<file path="src/sv/ba_pkg.sv">
// Shared types and constants of the bitmap allocator.
`timescale 1ns / 1ps
`default_nettype none

package ba_pkg;

    localparam int MAP_WORDS_DEF = 32;
    localparam int WORD_BITS_DEF = 32;

    localparam int IDX_W = 10;
    localparam int WIU_W = 6;
    localparam logic [WIU_W-1:0] WIU_RESET = 6'd32;

    typedef enum logic [1:0] {
        REQ_SET   = 2'd0,
        REQ_CLEAR = 2'd1,
        REQ_TEST  = 2'd2,
        REQ_FIND  = 2'd3
    } t_req_type;

    typedef struct packed {
        t_req_type        req_type;
        logic [IDX_W-1:0] unit_index;
    } t_req;

    typedef struct packed {
        logic             bit_is_set;
        logic [IDX_W-1:0] free_index;
        logic             free_found;
        logic             out_of_range;
    } t_res;

endpackage

`default_nettype wire

</file>
<file path="src/sv/ba_ram.sv">
// Generic single-port-write, single-port-read RAM with registered read data.
`timescale 1ns / 1ps
`default_nettype none

module ba_ram #(
    parameter int WIDTH = 32,
    parameter int DEPTH = 32
) (
    input  wire logic                                   i_clk,
    input  wire logic                                   i_we,
    input  wire logic [(DEPTH > 1 ? $clog2(DEPTH) : 1)-1:0] i_waddr,
    input  wire logic [WIDTH-1:0]                       i_wdata,
    input  wire logic                                   i_re,
    input  wire logic [(DEPTH > 1 ? $clog2(DEPTH) : 1)-1:0] i_raddr,
    output logic      [WIDTH-1:0]                       o_rdata
);

    logic [WIDTH-1:0] r_mem [DEPTH];

    always_ff @(posedge i_clk) begin
        if (i_we) begin
            r_mem[i_waddr] <= i_wdata;
        end
        if (i_re) begin
            o_rdata <= r_mem[i_raddr];
        end
    end

endmodule

`default_nettype wire

</file>
<file path="src/sv/bitmap_allocator.sv">
// Top level of the bitmap allocator: request sequencer, map RAM and word summary.
//
//  Channel   Signals                      Direction  Handshake
//  request   start, i_req                 in         taken when start && !busy
//  result    o_done, o_res                out        o_done high for one cycle
//  config    i_cfg_we, i_cfg_data         in         written when i_cfg_we
//
// An accepted request passes in turn through decode (range check or summary
// search), registered map RAM read and modify/write-back; busy is high in
// those states and the result strobe follows in the cycle after write-back.
// A new request is not taken until busy falls again. Reset is synchronous;
// map words read as zero until first written through per-word valid
// flip-flops, so no clearing pass is needed. Results cannot be stalled.
`timescale 1ns / 1ps
`default_nettype none

module bitmap_allocator #(
    parameter int MAP_WORDS = ba_pkg::MAP_WORDS_DEF,
    parameter int WORD_BITS = ba_pkg::WORD_BITS_DEF
) (
    input  wire logic                      i_clk,
    input  wire logic                      i_rst_n,
    input  wire logic                      start,
    output logic                           busy,
    input  wire ba_pkg::t_req              i_req,
    output logic                           o_done,
    output ba_pkg::t_res                   o_res,
    input  wire logic                      i_cfg_we,
    input  wire logic [ba_pkg::WIU_W-1:0]  i_cfg_data
);

    // Only words below 63 can ever be in use, since the register is 6 bits.
    localparam int ACC_WORDS = (MAP_WORDS < 63) ? MAP_WORDS : 63;
    localparam int AW        = (ACC_WORDS > 1) ? $clog2(ACC_WORDS) : 1;
    localparam int BW        = $clog2(WORD_BITS);
    localparam int QW        = $clog2(1023 / WORD_BITS + 1);
    localparam int RECIP     = 65536 / WORD_BITS;
    localparam int RW        = $clog2(RECIP + 1);
    localparam int PW        = ba_pkg::IDX_W + RW;

    typedef enum logic [3:0] {
        S_IDLE   = 4'b0001,
        S_DECODE = 4'b0010,
        S_READ   = 4'b0100,
        S_MODIFY = 4'b1000
    } t_state;

    t_state r_state, n_state;

    ba_pkg::t_req                r_req;
    logic [ba_pkg::WIU_W-1:0]    r_wiu;
    logic [QW-1:0]               r_qest;
    logic [AW-1:0]               r_word;
    logic [BW-1:0]               r_bit;
    logic                        r_oor;
    logic                        r_hit;
    logic [ACC_WORDS-1:0]        r_full;
    logic [ACC_WORDS-1:0]        r_valid;
    ba_pkg::t_res                r_res;
    logic                        r_done;

    logic [PW-1:0]               prod;
    logic [ba_pkg::WIU_W-1:0]    live;
    logic [ACC_WORDS-1:0]        avail;
    logic [ba_pkg::IDX_W:0]      rem_est;
    logic [ba_pkg::IDX_W:0]      rem_fix;
    logic [6:0]                  quot;
    logic [WORD_BITS-1:0]        rd_data;
    logic [WORD_BITS-1:0]        cur_word;
    logic [WORD_BITS-1:0]        new_word;
    logic                        ram_we;
    logic [11:0]                 flat_idx;

    function automatic logic [AW-1:0] first_one(input logic [ACC_WORDS-1:0] v);
        logic [AW-1:0] pos;
        pos = '0;
        for (int k = ACC_WORDS - 1; k >= 0; k--) begin
            if (v[k]) pos = AW'(k);
        end
        return pos;
    endfunction

    function automatic logic [BW-1:0] first_zero(input logic [WORD_BITS-1:0] v);
        logic [BW-1:0] pos;
        pos = '0;
        for (int k = WORD_BITS - 1; k >= 0; k--) begin
            if (!v[k]) pos = BW'(k);
        end
        return pos;
    endfunction

    assign busy   = (r_state != S_IDLE);
    assign o_done = r_done;
    assign o_res  = r_res;

    assign live = (r_wiu > ba_pkg::WIU_W'(ACC_WORDS)) ? ba_pkg::WIU_W'(ACC_WORDS) : r_wiu;

    // The reciprocal estimate of index / WORD_BITS is low by at most one.
    assign prod = PW'(i_req.unit_index) * PW'(RECIP);

    always_comb begin
        rem_est = (ba_pkg::IDX_W + 1)'(r_req.unit_index)
                - (ba_pkg::IDX_W + 1)'(r_qest * (ba_pkg::IDX_W + 1)'(WORD_BITS));
        if (rem_est >= (ba_pkg::IDX_W + 1)'(WORD_BITS)) begin
            rem_fix = rem_est - (ba_pkg::IDX_W + 1)'(WORD_BITS);
            quot    = 7'(r_qest) + 7'd1;
        end else begin
            rem_fix = rem_est;
            quot    = 7'(r_qest);
        end
    end

    always_comb begin
        for (int k = 0; k < ACC_WORDS; k++) begin
            avail[k] = !r_full[k] && (k < int'(live));
        end
    end

    assign cur_word = r_valid[r_word] ? rd_data : '0;

    always_comb begin
        new_word = cur_word;
        if (r_req.req_type == ba_pkg::REQ_SET) begin
            new_word[r_bit] = 1'b1;
        end else begin
            new_word[r_bit] = 1'b0;
        end
    end

    assign ram_we = (r_state == S_MODIFY) && !r_oor
                 && (r_req.req_type == ba_pkg::REQ_SET || r_req.req_type == ba_pkg::REQ_CLEAR);

    assign flat_idx = 12'(r_word) * 12'(WORD_BITS) + 12'(first_zero(cur_word));

    ba_ram #(
        .WIDTH (WORD_BITS),
        .DEPTH (ACC_WORDS)
    ) u_map (
        .i_clk   (i_clk),
        .i_we    (ram_we),
        .i_waddr (r_word),
        .i_wdata (new_word),
        .i_re    (r_state == S_READ),
        .i_raddr (r_word),
        .o_rdata (rd_data)
    );

    always_comb begin
        n_state = r_state;
        unique case (r_state)
            S_IDLE:   if (start) n_state = S_DECODE;
            S_DECODE: n_state = S_READ;
            S_READ:   n_state = S_MODIFY;
            S_MODIFY: n_state = S_IDLE;
            default:  n_state = S_IDLE;
        endcase
    end

    always_ff @(posedge i_clk) begin
        if (!i_rst_n) begin
            r_state <= S_IDLE;
            r_wiu   <= ba_pkg::WIU_RESET;
            r_full  <= '0;
            r_valid <= '0;
            r_done  <= 1'b0;
        end else begin
            r_state <= n_state;
            r_done  <= (r_state == S_MODIFY);
            if (i_cfg_we) begin
                r_wiu <= i_cfg_data;
            end
            if (ram_we) begin
                r_valid[r_word] <= 1'b1;
                r_full[r_word]  <= &new_word;
            end
        end
    end

    always_ff @(posedge i_clk) begin
        if (r_state == S_IDLE && start) begin
            r_req  <= i_req;
            r_qest <= QW'(prod >> 16);
        end
        if (r_state == S_DECODE) begin
            if (r_req.req_type == ba_pkg::REQ_FIND) begin
                r_oor  <= 1'b0;
                r_hit  <= |avail;
                r_word <= first_one(avail);
                r_bit  <= '0;
            end else begin
                r_oor  <= (quot >= 7'(live));
                r_hit  <= 1'b0;
                r_word <= AW'(quot);
                r_bit  <= BW'(rem_fix);
            end
        end
        if (r_state == S_MODIFY) begin
            r_res.out_of_range <= r_oor;
            r_res.bit_is_set   <= (r_req.req_type == ba_pkg::REQ_TEST) && !r_oor
                                && cur_word[r_bit];
            r_res.free_found   <= (r_req.req_type == ba_pkg::REQ_FIND) && r_hit;
            r_res.free_index   <= ((r_req.req_type == ba_pkg::REQ_FIND) && r_hit)
                                ? flat_idx[ba_pkg::IDX_W-1:0] : '0;
        end
    end

    a_done_after_modify: assert property (@(posedge i_clk) disable iff (!i_rst_n)
        (r_state == S_MODIFY) |=> o_done)
        else $error("result strobe missing after write-back cycle");

    a_single_strobe: assert property (@(posedge i_clk) disable iff (!i_rst_n)
        o_done |-> !$past(o_done))
        else $error("result strobe held for more than one cycle");

    a_flags_exclusive: assert property (@(posedge i_clk) disable iff (!i_rst_n)
        o_done |-> !(o_res.out_of_range && (o_res.free_found || o_res.bit_is_set)))
        else $error("out-of-range result carries a hit flag");

    a_busy_after_accept: assert property (@(posedge i_clk) disable iff (!i_rst_n)
        (start && !busy) |=> busy)
        else $error("accepted request did not raise busy");

endmodule

`default_nettype wire

</file>
<file path="config.mk">
export PLATFORM = sky130hd
export DESIGN_NAME = bitmap_allocator
export DESIGN_NICKNAME = d
export VERILOG_FILES = /design/src/sv/ba_pkg.sv /design/src/sv/ba_ram.sv /design/src/sv/bitmap_allocator.sv
export SDC_FILE = /design/constraint.sdc
export NUM_CORES = 1
export LEC_CHECK = 0
export BUFFER_PORTS_ARGS = -buffer_cell sky130_fd_sc_hd__buf_2
export CAP_MARGIN = 25
export CORE_MARGIN = 2
export CORE_UTILIZATION = 35
export CTS_CLUSTER_DIAMETER = 200
export CTS_CLUSTER_SIZE = 12
export DETAILED_ROUTE_END_ITERATION = 10
export PLACE_DENSITY = 0.58
export REMOVE_ABC_BUFFERS = 1
export SETUP_SLACK_MARGIN = 0.02
export SLEW_MARGIN = 10
export SYNTH_ARGS = -nofsm -noshare
export SYNTH_HDL_FRONTEND = slang
export SYNTH_SLANG_ARGS = --single-unit
</file>
<file path="constraint.sdc">
create_clock -name i_clk -period 5 [get_ports i_clk]
set_clock_uncertainty 0.1 [all_clocks]
set_input_delay 0.25 -clock i_clk [delete_from_list [all_inputs] [get_ports i_clk]]
set_output_delay 0.25 -clock i_clk [all_outputs]
set_load 0.02 [all_outputs]
</file>
Yosys cells after proc, flatten, opt, wreduce, memory -nomap -nowiden

Memory sizes are Yosys's and may differ from the RTL's. A register that Yosys moved wholly into a read port is not among the register bits.
Cells that the tools add are included.

Bits in registers: 117
Bits in writable memories: 1,024
Input bits: 22
Output and inout port bits: 15
Logic and storage cells: 233
Memories: 1

Memory list:

| name        | words | width | read ports | clocked after memory_dff | write ports | line         | text |
|---|---|---|---|---|---|---|---|
| u_map.r_mem | 32    | 32    | 1          | 1                        | 1           | ba_ram.sv:18 | `logic [WIDTH-1:0] r_mem [DEPTH];` |

$add $sub $neg: 4
Order comparisons: 39
Equality and inequality tests: 9
Muxes and demuxes: 83
Bitwise operators: 4
Reductions and logical operators: 77

Operators by type and width:

| operator              | count |
|---|---|
| $mux W5               | 66 |
| $lt A5 B6 Y1 const A  | 16 |
| $mux W32              | 2 |
| $or A32 B32 Y32       | 2 |
| $lt A4 B6 Y1 const A  | 8 |
| $logic_and A1 B1 Y1   | 40 |
| $logic_not A1 Y1      | 33 |
| $and A32 B32 Y32      | 1 |
| $bwmux W32            | 1 |
| $not A32 Y32          | 1 |
| $reduce_and A32 Y1    | 1 |
| $reduce_or A32 Y1     | 1 |
| $lt A3 B6 Y1 const A  | 4 |
| $lt A1 B6 Y1 const A  | 2 |
| $lt A2 B6 Y1 const A  | 2 |
| $lt A5 B6 Y1 const B  | 2 |
| $mux W6               | 2 |
| $pmux W4 S3           | 1 |
| $ge A11 B6 Y1 const B | 1 |
| $sub A10 B10 Y11      | 1 |
| $add A10 B5 Y10       | 1 |
| $bmux W1 S5           | 2 |
| $demux W1 S5          | 2 |
| $ge A5 B1 Y1 const B  | 2 |
| other kinds (16)      | 22 |

Depth between registers and ports, before layout

Gate-level depths: netlist of run 1.

Word-level depth: 37
Gate-level depth with buffers: 12
Depth with buffers taken out: 9

Hierarchy

From an unflattened synthesis of run 1, not the netlist that was laid out.

Cells, all modules: 3,110
Area, all modules: 47,808.4 um^2

Modules (own cells, without submodules):

| module           | times used | cells an instance | area each (um^2) | sequential area each (um^2) |
|---|---|---|---|---|
| ba_ram           | 1          | 2,260             | 40,805.4         | 31,710.4 |
| bitmap_allocator | 1          | 850               | 7,003.0          | 2,612.5 |

Worst setup path before layout of run 1

OpenSTA, ideal clock, no wires.

Path type: register to register
Start: reg r_word[2]
End: mem u_map.r_mem[0][28], data pin
Library setup time: 0.385 ns
Arrival: 2.757 ns
Data required time: 4.515 ns
Path slack: 1.758 ns
Cell stages (with the launch flop): 10
Buffers on the path: 3
Clock period less this slack: 3.242 ns
Path through: edfxtp_1 buf_6 or3b_1 o32ai_1 o41ai_2 o21ai_4 buf_2 buf_2 nand2_1 mux2i_1

Longest elaborated chain between the ends: 5
Elaborated cells between the ends (all ways): 6
Classes of those cells: mux (4); bitwise (2)

Ends and longest elaborated chain:

| what                                                          | line                    | text |
|---|---|---|
| from (decl)                                                   | bitmap_allocator.sv:53  | `logic [AW-1:0] r_word;` |
| from (signal assigned)                                        | bitmap_allocator.sv:188 | `r_word <= first_one(avail);` |
| from (signal assigned)                                        | bitmap_allocator.sv:193 | `r_word <= AW'(quot);` |
| $bmux W1 S5 *                                                 | bitmap_allocator.sv:119 | `assign cur_word = r_valid[r_word] ? rd_data : '0;` |
| $mux W1 (not written as such) *                               | bitmap_allocator.sv:119 |  |
| $mux W32 *                                                    | bitmap_allocator.sv:119 |  |
| $and A32 B32 Y32 (no line) or $or A32 B32 Y32 (tied branches) | n/a                     |  |
| $mux W32 *                                                    | bitmap_allocator.sv:123 | `if (r_req.req_type == ba_pkg::REQ_SET) begin` |
| via new_word[28]                                              | bitmap_allocator.sv:70  | `logic [WORD_BITS-1:0] new_word;` |
| to (decl)                                                     | ba_ram.sv:18            |  |

Mark *: on every way through the listed nets, which the timed path passes. The rest lies on a longest branch. The select of a mux whose other input is x is not followed.

Worst setup path in the final report of run 1

Start: reg r_word[2]
End: reg r_full[31]

Longest elaborated chain between the ends: 7
Elaborated cells between the ends (all ways): 13
Classes of those cells: order compare (2); mux (7); bitwise (2); reduce/logical (2)

Ends and longest elaborated chain:

| what                                                          | line                    | text |
|---|---|---|
| $bmux W1 S5 *                                                 | bitmap_allocator.sv:119 |  |
| $mux W1 (not written as such) *                               | bitmap_allocator.sv:119 |  |
| $mux W32 *                                                    | bitmap_allocator.sv:119 |  |
| $and A32 B32 Y32 (no line) or $or A32 B32 Y32 (tied branches) | n/a                     |  |
| $mux W32 *                                                    | bitmap_allocator.sv:123 |  |
| via new_word[9]                                               | bitmap_allocator.sv:70  |  |
| $reduce_and A32 Y1 *                                          | bitmap_allocator.sv:174 | `r_full[r_word] <= &new_word;` |
| $bwmux W32 *                                                  | bitmap_allocator.sv:174 |  |
| to (signal, indexed assignment)                               | bitmap_allocator.sv:174 |  |
| to (decl)                                                     | bitmap_allocator.sv:57  | `logic [ACC_WORDS-1:0] r_full;` |

Marked as above.
A chain may end at the register's enable or synchronous reset.

==> results of run 1 <==
-- per-stage QoR --
| step | instance area, µm² | setup WS, ns |
|---|---|---|
| 3_5_place_dp | 48910 | 1.030 |
| 6_report | 52350 | 1.292 |
| 2_1_floorplan | 45530 | -8.625 |
| 5_1_grt | 52350 | 1.071 |
| 3_3_place_gp | 48870 | 1.066 |
| 4_1_cts | 52120 | 0.9993 |
-- cell usage after synthesis, drive strengths merged (28+ instances only) --
master	number	area, µm²
o21ai	106	654.4
a22oi	130	975.9
inv	52	195.2
mux4	264	5946
nand3	78	395.4
nor2	46	172.7
buf	51	276.5
dfxtp	75	1501
o21a	34	255.2
edfxtp	1093	32820
a21oi	41	205.2
nand4	41	262.8
nand2	114	427.9
mux2i	28	280.3
clkbuf	89	334.1
-- power groups by stage --
| stage | clock network (µW) | registers [µW] | logic, µW |
|---|---|---|---|
| floorplan | 0 | 10800 | 255 |
| global placement | 0 | 10800 | 357 |
| detailed placement | 0 | 10800 | 362 |
| CTS | 7510 | 10600 | 381 |
| global route | 7860 | 10600 | 413 |
| finish | 7400 | 10600 | 384 |
-- path summary, 6_finish.rpt --
kind,from,to,slack (ns)
worst max-delay path,r_word[2],r_full[31],1.29
worst max register to register,r_word[2],r_full[31],1.29
worst min-delay path,i_req[11],r_req[11],0.18
worst min register to register,r_valid[1],r_valid[1],0.37
-- registers in the layout (all words and copies together), names as in the netlist --
name	cells
o_res	13
o_done	1
r_valid	32
r_req	12
r_full	32
u_map.r_mem	1024
r_word	5
r_bit	5
r_wiu	6
r_state	4
u_map.o_rdata	32
r_oor	1
r_hit	1
-- cell families after synthesis --
group | Yosys count | synth area share [%]
flip-flops | 1168 | 74.39
AND/OR/NAND/NOR | 402 | 4.466
AO/OA/AOI/OAI | 380 | 5.724
multiplexers | 294 | 13.54
buffers and inverters | 192 | 1.746
adder cells (fa/ha/maj) | 5 | 0.1356
-- per-layer routing --
metal | up-vias | GRT usage, % | part of all wire (%)
met1 | 13470 | 27.12 | 42
met3 | 185 | 2.676 | 7.6
met2 | 1261 | 30.44 | 48
met5 | - | 0 | 0
met4 | 0 | 5.225 | 2.4
li1 | 10260 | - | -
-- critical path, delay by kind of cell (launching register included) --
| family | cells | cell delay, ns |
|---|---|---|
| flip-flops | 1 | 0.58 |
| AO/OA/AOI/OAI | 4 | 1.32 |
| AND/OR/NAND/NOR | 4 | 0.99 |
| buffers and inverters | 2 | 0.60 |
-- area by class of cell --
| class | instances | area [µm²] | area share [%] |
|---|---|---|---|
| well taps | 1755 | 2196 | 4.194 |
| inverters | 52 | 195.2 | 0.3728 |
| flip-flops and latches | 1168 | 34320 | 65.56 |
| multi-input cells | 1081 | 11150 | 21.29 |
| clock buffers | 143 | 2877 | 5.494 |
| repair buffers | 160 | 1545 | 2.952 |
| clock inverters | 4 | 71.32 | 0.1362 |
==> results by group, run 1 <==
Die
  • Initial Utilization: 35.19%
  • Die area: 0.1348 mm²
  • # rows: 133
  • # IOs: 37
  • Die span in x: 367.1 µm
  • Die height: 367.1 µm
  • Core area: 0.1311 mm²

GRT
  • Initial antenna violation count: 0
  • GRT Overall Usage: 18.98%
  • First-pass GRT wire length: 184700 µm
  • Vias in the first global route: 24810
  • Total global routing overflow: 0
  • Largest net degree at the start of global routing: 137

Clock tree
  • CTS root buf: clkbuf_16
  • Post-CTS Setup Bufs: 0
  • CTS Buffer Depth: 3
  • Post-CTS Hold Fix Bufs: 26
  • TritonCTS clock tree: built
  • Post_cts resized: 0
  • Clock transition at the registers of the reported paths: 0.07 ns
  • Total CTS buffers: 107
  • Clock Latency Late Sink: 0.70 ns
  • Sink Count: 1168
  • H-Tree Level Count: 3

Logic synthesis
  • Synth cell types: 69
  • #FFs+latches synth: 1168
  • Avg Synthesized Cell Area: 18.90 µm²
  • Synth Instances: 2441
  • Post-synth EDFFs: 1093
  • Total number of yosys warnings: 0
  • Seq/Total Area, Yosys: 74.39%
  • Synth Flop Type: edfxtp_1
  • Mapped Area: 0.04614 mm²
  • Async S/R FF share, synth: 0%

Power and ir drop
  • Sw Pwr: 3701 µW
  • Seq pwr share: 57.7%
  • Sw Ratio: 20.13%
  • Post-layout power: 18380 µW
  • PD cells: 351.1 mW/mm²
  • Clk network pwr share: 40.2%
  • Maximum vdd ir drop: 0.2833 mV
  • Lkg Pwr: 0.01505 µW
  • Combinational power share: 2.1%
  • Pint: 14680 µW

Critical path
  • CP arrival: 4.24 ns
  • Critical Path Max Stage Delay: 0.58 ns
  • CP dominant cell by count: buf_4
  • Worst reg2reg path depth: 10
  • CP Class: register to register
  • Crit Path Max Fanout: 33
  • CP max-delay cell: edfxtp_1
  • Crit start category: register
  • Worst EP required: 5.53 ns
  • Nature of the critical path endpoint: register
  • Critical Path, Cell by Cell: nand2b_1 > o32ai_1 > nor4_1 > o21ai_4 > a22o_1 > buf_4 > nor4b_1 > nand4_2 > buf_4 > o21ai_1

Timing
  • WHS: 0.1764 ns
  • Final Cycle Share: 74.16%
  • Final setup vio count: 0
  • Max Clock Freq: 269.7 MHz
  • Slew HR: 24.90%
  • Fin crit period: 3.708 ns
  • Pin slew with the least headroom to its limit: 1.126 ns
  • RSZ-0062 raised after global routing: no
  • Max-slew violations: 0
  • Final hold violation count: 0
  • Setup total negative slack: 0 ns

Route
  • Routed Antenna Nets: 0
  • DR vias: 25180
  • Violation count after the first detailed-routing iteration: 2956
  • DR WL/cell: 29.82 µm
  • WL final: 130100 µm
  • Final routed DRC violation total: 0
  • Vias per cell: 5.772
  • DRT Pass-1 Iters: 5

Placed design
  • I/O Buffers: 36
  • GPL Wtd Cong: 0.9070
  • Detail Placement HPWL: 70900 µm
  • Placed Instances: 4178

Final layout
  • Commonest non-fill, non-tap cell in the layout: edfxtp_1
  • Fillers: 11660
  • Post-layout util: 39.93%
  • Antenna diodes: 0
  • Most frequent cells in the layout: edfxtp_1, mux4_2, a22oi_1
  • Final cell count without fillers: 4363
  • Area grow syn2layout: 13.46%
  • Share of layout cells above drive strength 1: 23.70%
  • Layout net count: 2597

Status
  • Status: finished, final reports clean

Hold path
  • Worst hold path type: input port to register
  • Hold Path Cell Cnt: 2

Flow run
  • Maxcap violations: 0
Power figures use the tool's default switching activity.
==> run 2, diff against run 1 <==
--- a/config.mk
+++ b/config.mk
@@ -5,6 +5,7 @@
 export SDC_FILE = /design/constraint.sdc
 export NUM_CORES = 1
 export LEC_CHECK = 0
+export ABC_AREA = 1
 export BUFFER_PORTS_ARGS = -buffer_cell sky130_fd_sc_hd__buf_2
 export CAP_MARGIN = 25
 export CORE_MARGIN = 2
==> constraint.sdc (replaced) <==
create_clock -name i_clk -period 3.55 [get_ports i_clk]
set_clock_uncertainty 0.1 [all_clocks]
set_input_delay 0.1775 -clock i_clk [delete_from_list [all_inputs] [get_ports i_clk]]
set_output_delay 0.1775 -clock i_clk [all_outputs]
set_load 0.02 [all_outputs]
==> run 2 against run 1 <==
Sequential cell count stayed put. Sequential power grew 41%. Non-clock buffer count rose by 80. Cell count grew 20%. Count of clock-buffer cells in the layout decreased by 16. Total power grew 40%. Die area down 1.5%. Clock power up 38%. Largest power group unchanged. Critical path type unchanged. Maximum frequency increased by 12%.
==> results by group, run 2 <==
Status
  • Status: finished, final reports clean

Power and ir drop
  • PD cells: 491.2 mW/mm²
  • Post-layout power: 25770 µW
  • Lkg Pwr: 0.01716 µW
  • Maximum vdd ir drop: 0.4470 mV

Timing
  • Setup total negative slack: 0 ns
  • Fin crit period: 3.304 ns
  • Max-slew violations: 0
  • Pin slew with the least headroom to its limit: 1.036 ns
  • WHS: 0.09028 ns
  • Final setup vio count: 0
  • RSZ-0062 raised after global routing: yes
  • Worst setup margin: 0.2460 ns
  • Max Clock Freq: 302.7 MHz
  • Final Cycle Share: 93.07%
  • Slew HR: 30.89%
  • Final hold violation count: 0

Logic synthesis
  • #FFs+latches synth: 1168
  • Synth cell types: 50
  • Commonest cells post-synth: edfxtp_1, nand2_1, nand3_1
  • Post-synth EDFFs: 1093
  • Synth Flop Type: edfxtp_1
  • Total number of yosys warnings: 0
  • Mapped Area: 0.04543 mm²
  • Synth Instances: 3308
  • Largest cells by area after synthesis: edfxtp_1, a22oi_1, nand2_1
  • Top cell type's share of synthesized area: 72.25%
  • Synth area leader: edfxtp_1
  • Async S/R FF share, synth: 0%
  • Seq/Total Area, Yosys: 75.56%
  • Count leader, synth: edfxtp_1
  • Avg Synthesized Cell Area: 13.73 µm²

Critical path
  • Critical Path, Cell by Cell: buf_4 > nor2_4 > a22o_1 > o21ai_0 > nand2_1 > a221oi_2 > nand2_4 > buf_6 > nand2_1 > inv_2 > a21oi_1 > a31oi_2 > nand2_1 > nor4_2 > nand3_2 > buf_12 > a31oi_1
  • CP Class: register to register
  • Crit start category: register
  • CP arrival: 3.83 ns
  • Critical Path Max Stage Delay: 0.52 ns
  • Worst reg2reg path depth: 17
  • CP max-delay cell: edfxtp_1
  • Worst R2R Start: r_word[1]
  • CP dominant cell by count: nand2_1
  • FF-to-FF End: r_full[27]
  • Nature of the critical path endpoint: register
  • FF-to-FF setup slack: 0.25 ns
  • Crit Path Max Fanout: 32
  • Worst EP required: 4.08 ns

Final layout
  • Fillers: 12020
  • Layout net count: 3494
  • Max reg flops: 1024
  • Largest register by flop count: u_map.r_mem
  • Antenna diodes: 0
  • Commonest non-fill, non-tap cell in the layout: edfxtp_1
  • FF+latch area: 0.03432 mm²
  • Area grow syn2layout: 15.49%
  • Share of layout cells above drive strength 1: 13.69%
  • Most frequent cells in the layout: edfxtp_1, nand2_1, nand3_1
  • Final cell count without fillers: 5233
  • Area of the multi-input gates: 0.01014 mm²

Die
  • Die height: 364.3 µm
  • Die span in x: 364.3 µm
  • Core area: 0.1292 mm²
  • # IOs: 37
  • Die area: 0.1327 mm²
  • # rows: 132
  • Initial Utilization: 35.17%

GRT
  • First-pass GRT wire length: 196500 µm
  • GRT Overall Usage: 20.25%
  • Largest net degree at the start of global routing: 133
  • Total global routing overflow: 0
  • Initial antenna violation count: 3
  • Vias in the first global route: 27690

Clock tree
  • CTS root buf: clkbuf_16
  • TritonCTS clock tree: built
  • Sink Count: 1168
  • H-Tree Level Count: 3
  • Clock transition at the registers of the reported paths: 0.07 ns
  • CTS Buffer Depth: 3
  • Clock Latency Late Sink: 0.70 ns
  • Total CTS buffers: 107

Hold path
  • Hold_sp: i_req[3]
  • Hold Path Cell Cnt: 2
  • Worst Hold Path EP: r_req[3]
  • Worst hold path type: input port to register

Route
  • Final routed DRC violation total: 0
  • DR vias: 29200
  • Routed Antenna Nets: 0
  • DR WL/cell: 26.14 µm
  • DRT Pass-1 Iters: 6
  • Violation count after the first detailed-routing iteration: 3256
  • Vias per cell: 5.581
  • WL final: 136800 µm

Placed design
  • Detail Placement HPWL: 77140 µm
  • GPL Wtd Cong: 0.9457
  • Placed Instances: 5059
  • Worst slack at placement: 0.1309 ns
  • I/O Buffers: 36

Flow run
  • Maxcap violations: 0
[run 2: changes by cell type in the layout (fill, tap and decap cells not counted), sizes merged, moves of 28 or more]
cell	change
mux2i	-28
buf	+74
nand2	+333
a31oi	+239
a21oi	+35
inv	+95
o21a	-29
nand3	+225
mux4	-264
a22oi	+130
nor2	+169
nand4	-31
[run 2: layout make-up]
cell class / instances / area share [%]
timing repair buffer: 240 / 4.600
clock inverter: 6 / 0.1216
tap: 1742 / 4.154
clock buffer: 127 / 5.328
sequential: 1168 / 65.42
inverter: 144 / 1.049
multi-input combinational: 1806 / 19.32
[run 2: metal layers]
metal	vias to the layer above	part of all wire [%]	global-route usage (%)
met2	1310	47	32.57
met3	225	7.7	3.422
met1	14800	42	27.88
met5	-	0	0
li1	12870	-	-
met4	0	2.9	6.684
[run 2: logic make-up (layout without fill, tap and decap cells)]
group | count (synthesis) | count (layout) | synth area share [%]
compound gates | 731 | 731 | 10.96
fa+ha+maj | 5 | 5 | 0.1377
buf+inv | 334 | 517 | 2.900
flops | 1168 | 1168 | 75.56
simple gates | 1070 | 1070 | 10.44
[run 2: power breakdown]
group          internal [µW]  switching, µW  leakage, µW  total, µW
sequential             14900           22.9       0.0107      14900
combinational            196            433      0.00502        629
clock                   5470           4770      0.00140      10200
total                  20500           5220       0.0172      25800
[run 2: worst max-delay path, delay by kind of cell, from the launching register on]
family / cells / cell delay (ns)
buffers and inverters: 4 / 0.68
AND/OR/NAND/NOR: 7 / 1.19
AO/OA/AOI/OAI: 6 / 0.68
flip-flops: 1 / 0.52
[run 2: how the worst max path moves through the flow]
stage	start	slack (ns)	cells after the start	end
2_1_floorplan	r_word[1]	-7.93	12	r_full[27]
3_3_place_gp	r_word[1]	0.18	16	r_full[27]
3_5_place_dp	r_word[1]	0.13	16	r_full[31]
4_1_cts	r_word[1]	0.11	16	r_full[27]
5_1_grt	r_word[1]	0.006	24	o_res[3]
6_report	r_word[1]	0.25	17	r_full[27]
[run 2: what timing repair did]
item                                    CTS  global route
setup buffers                             0             6
endpoints found under the setup margin    0            35
hold buffers                             33             0
resized for setup                         0            14
hold endpoints to repair                 69             0
[run 2: stage by stage]
stage	utilization (%)	area [µm²]
final	40.62	52460
after global routing	40.62	52460
after CTS	40.53	52340
after detailed placement	38.06	49150
after global placement	38.06	49150
after floorplan	-	44650
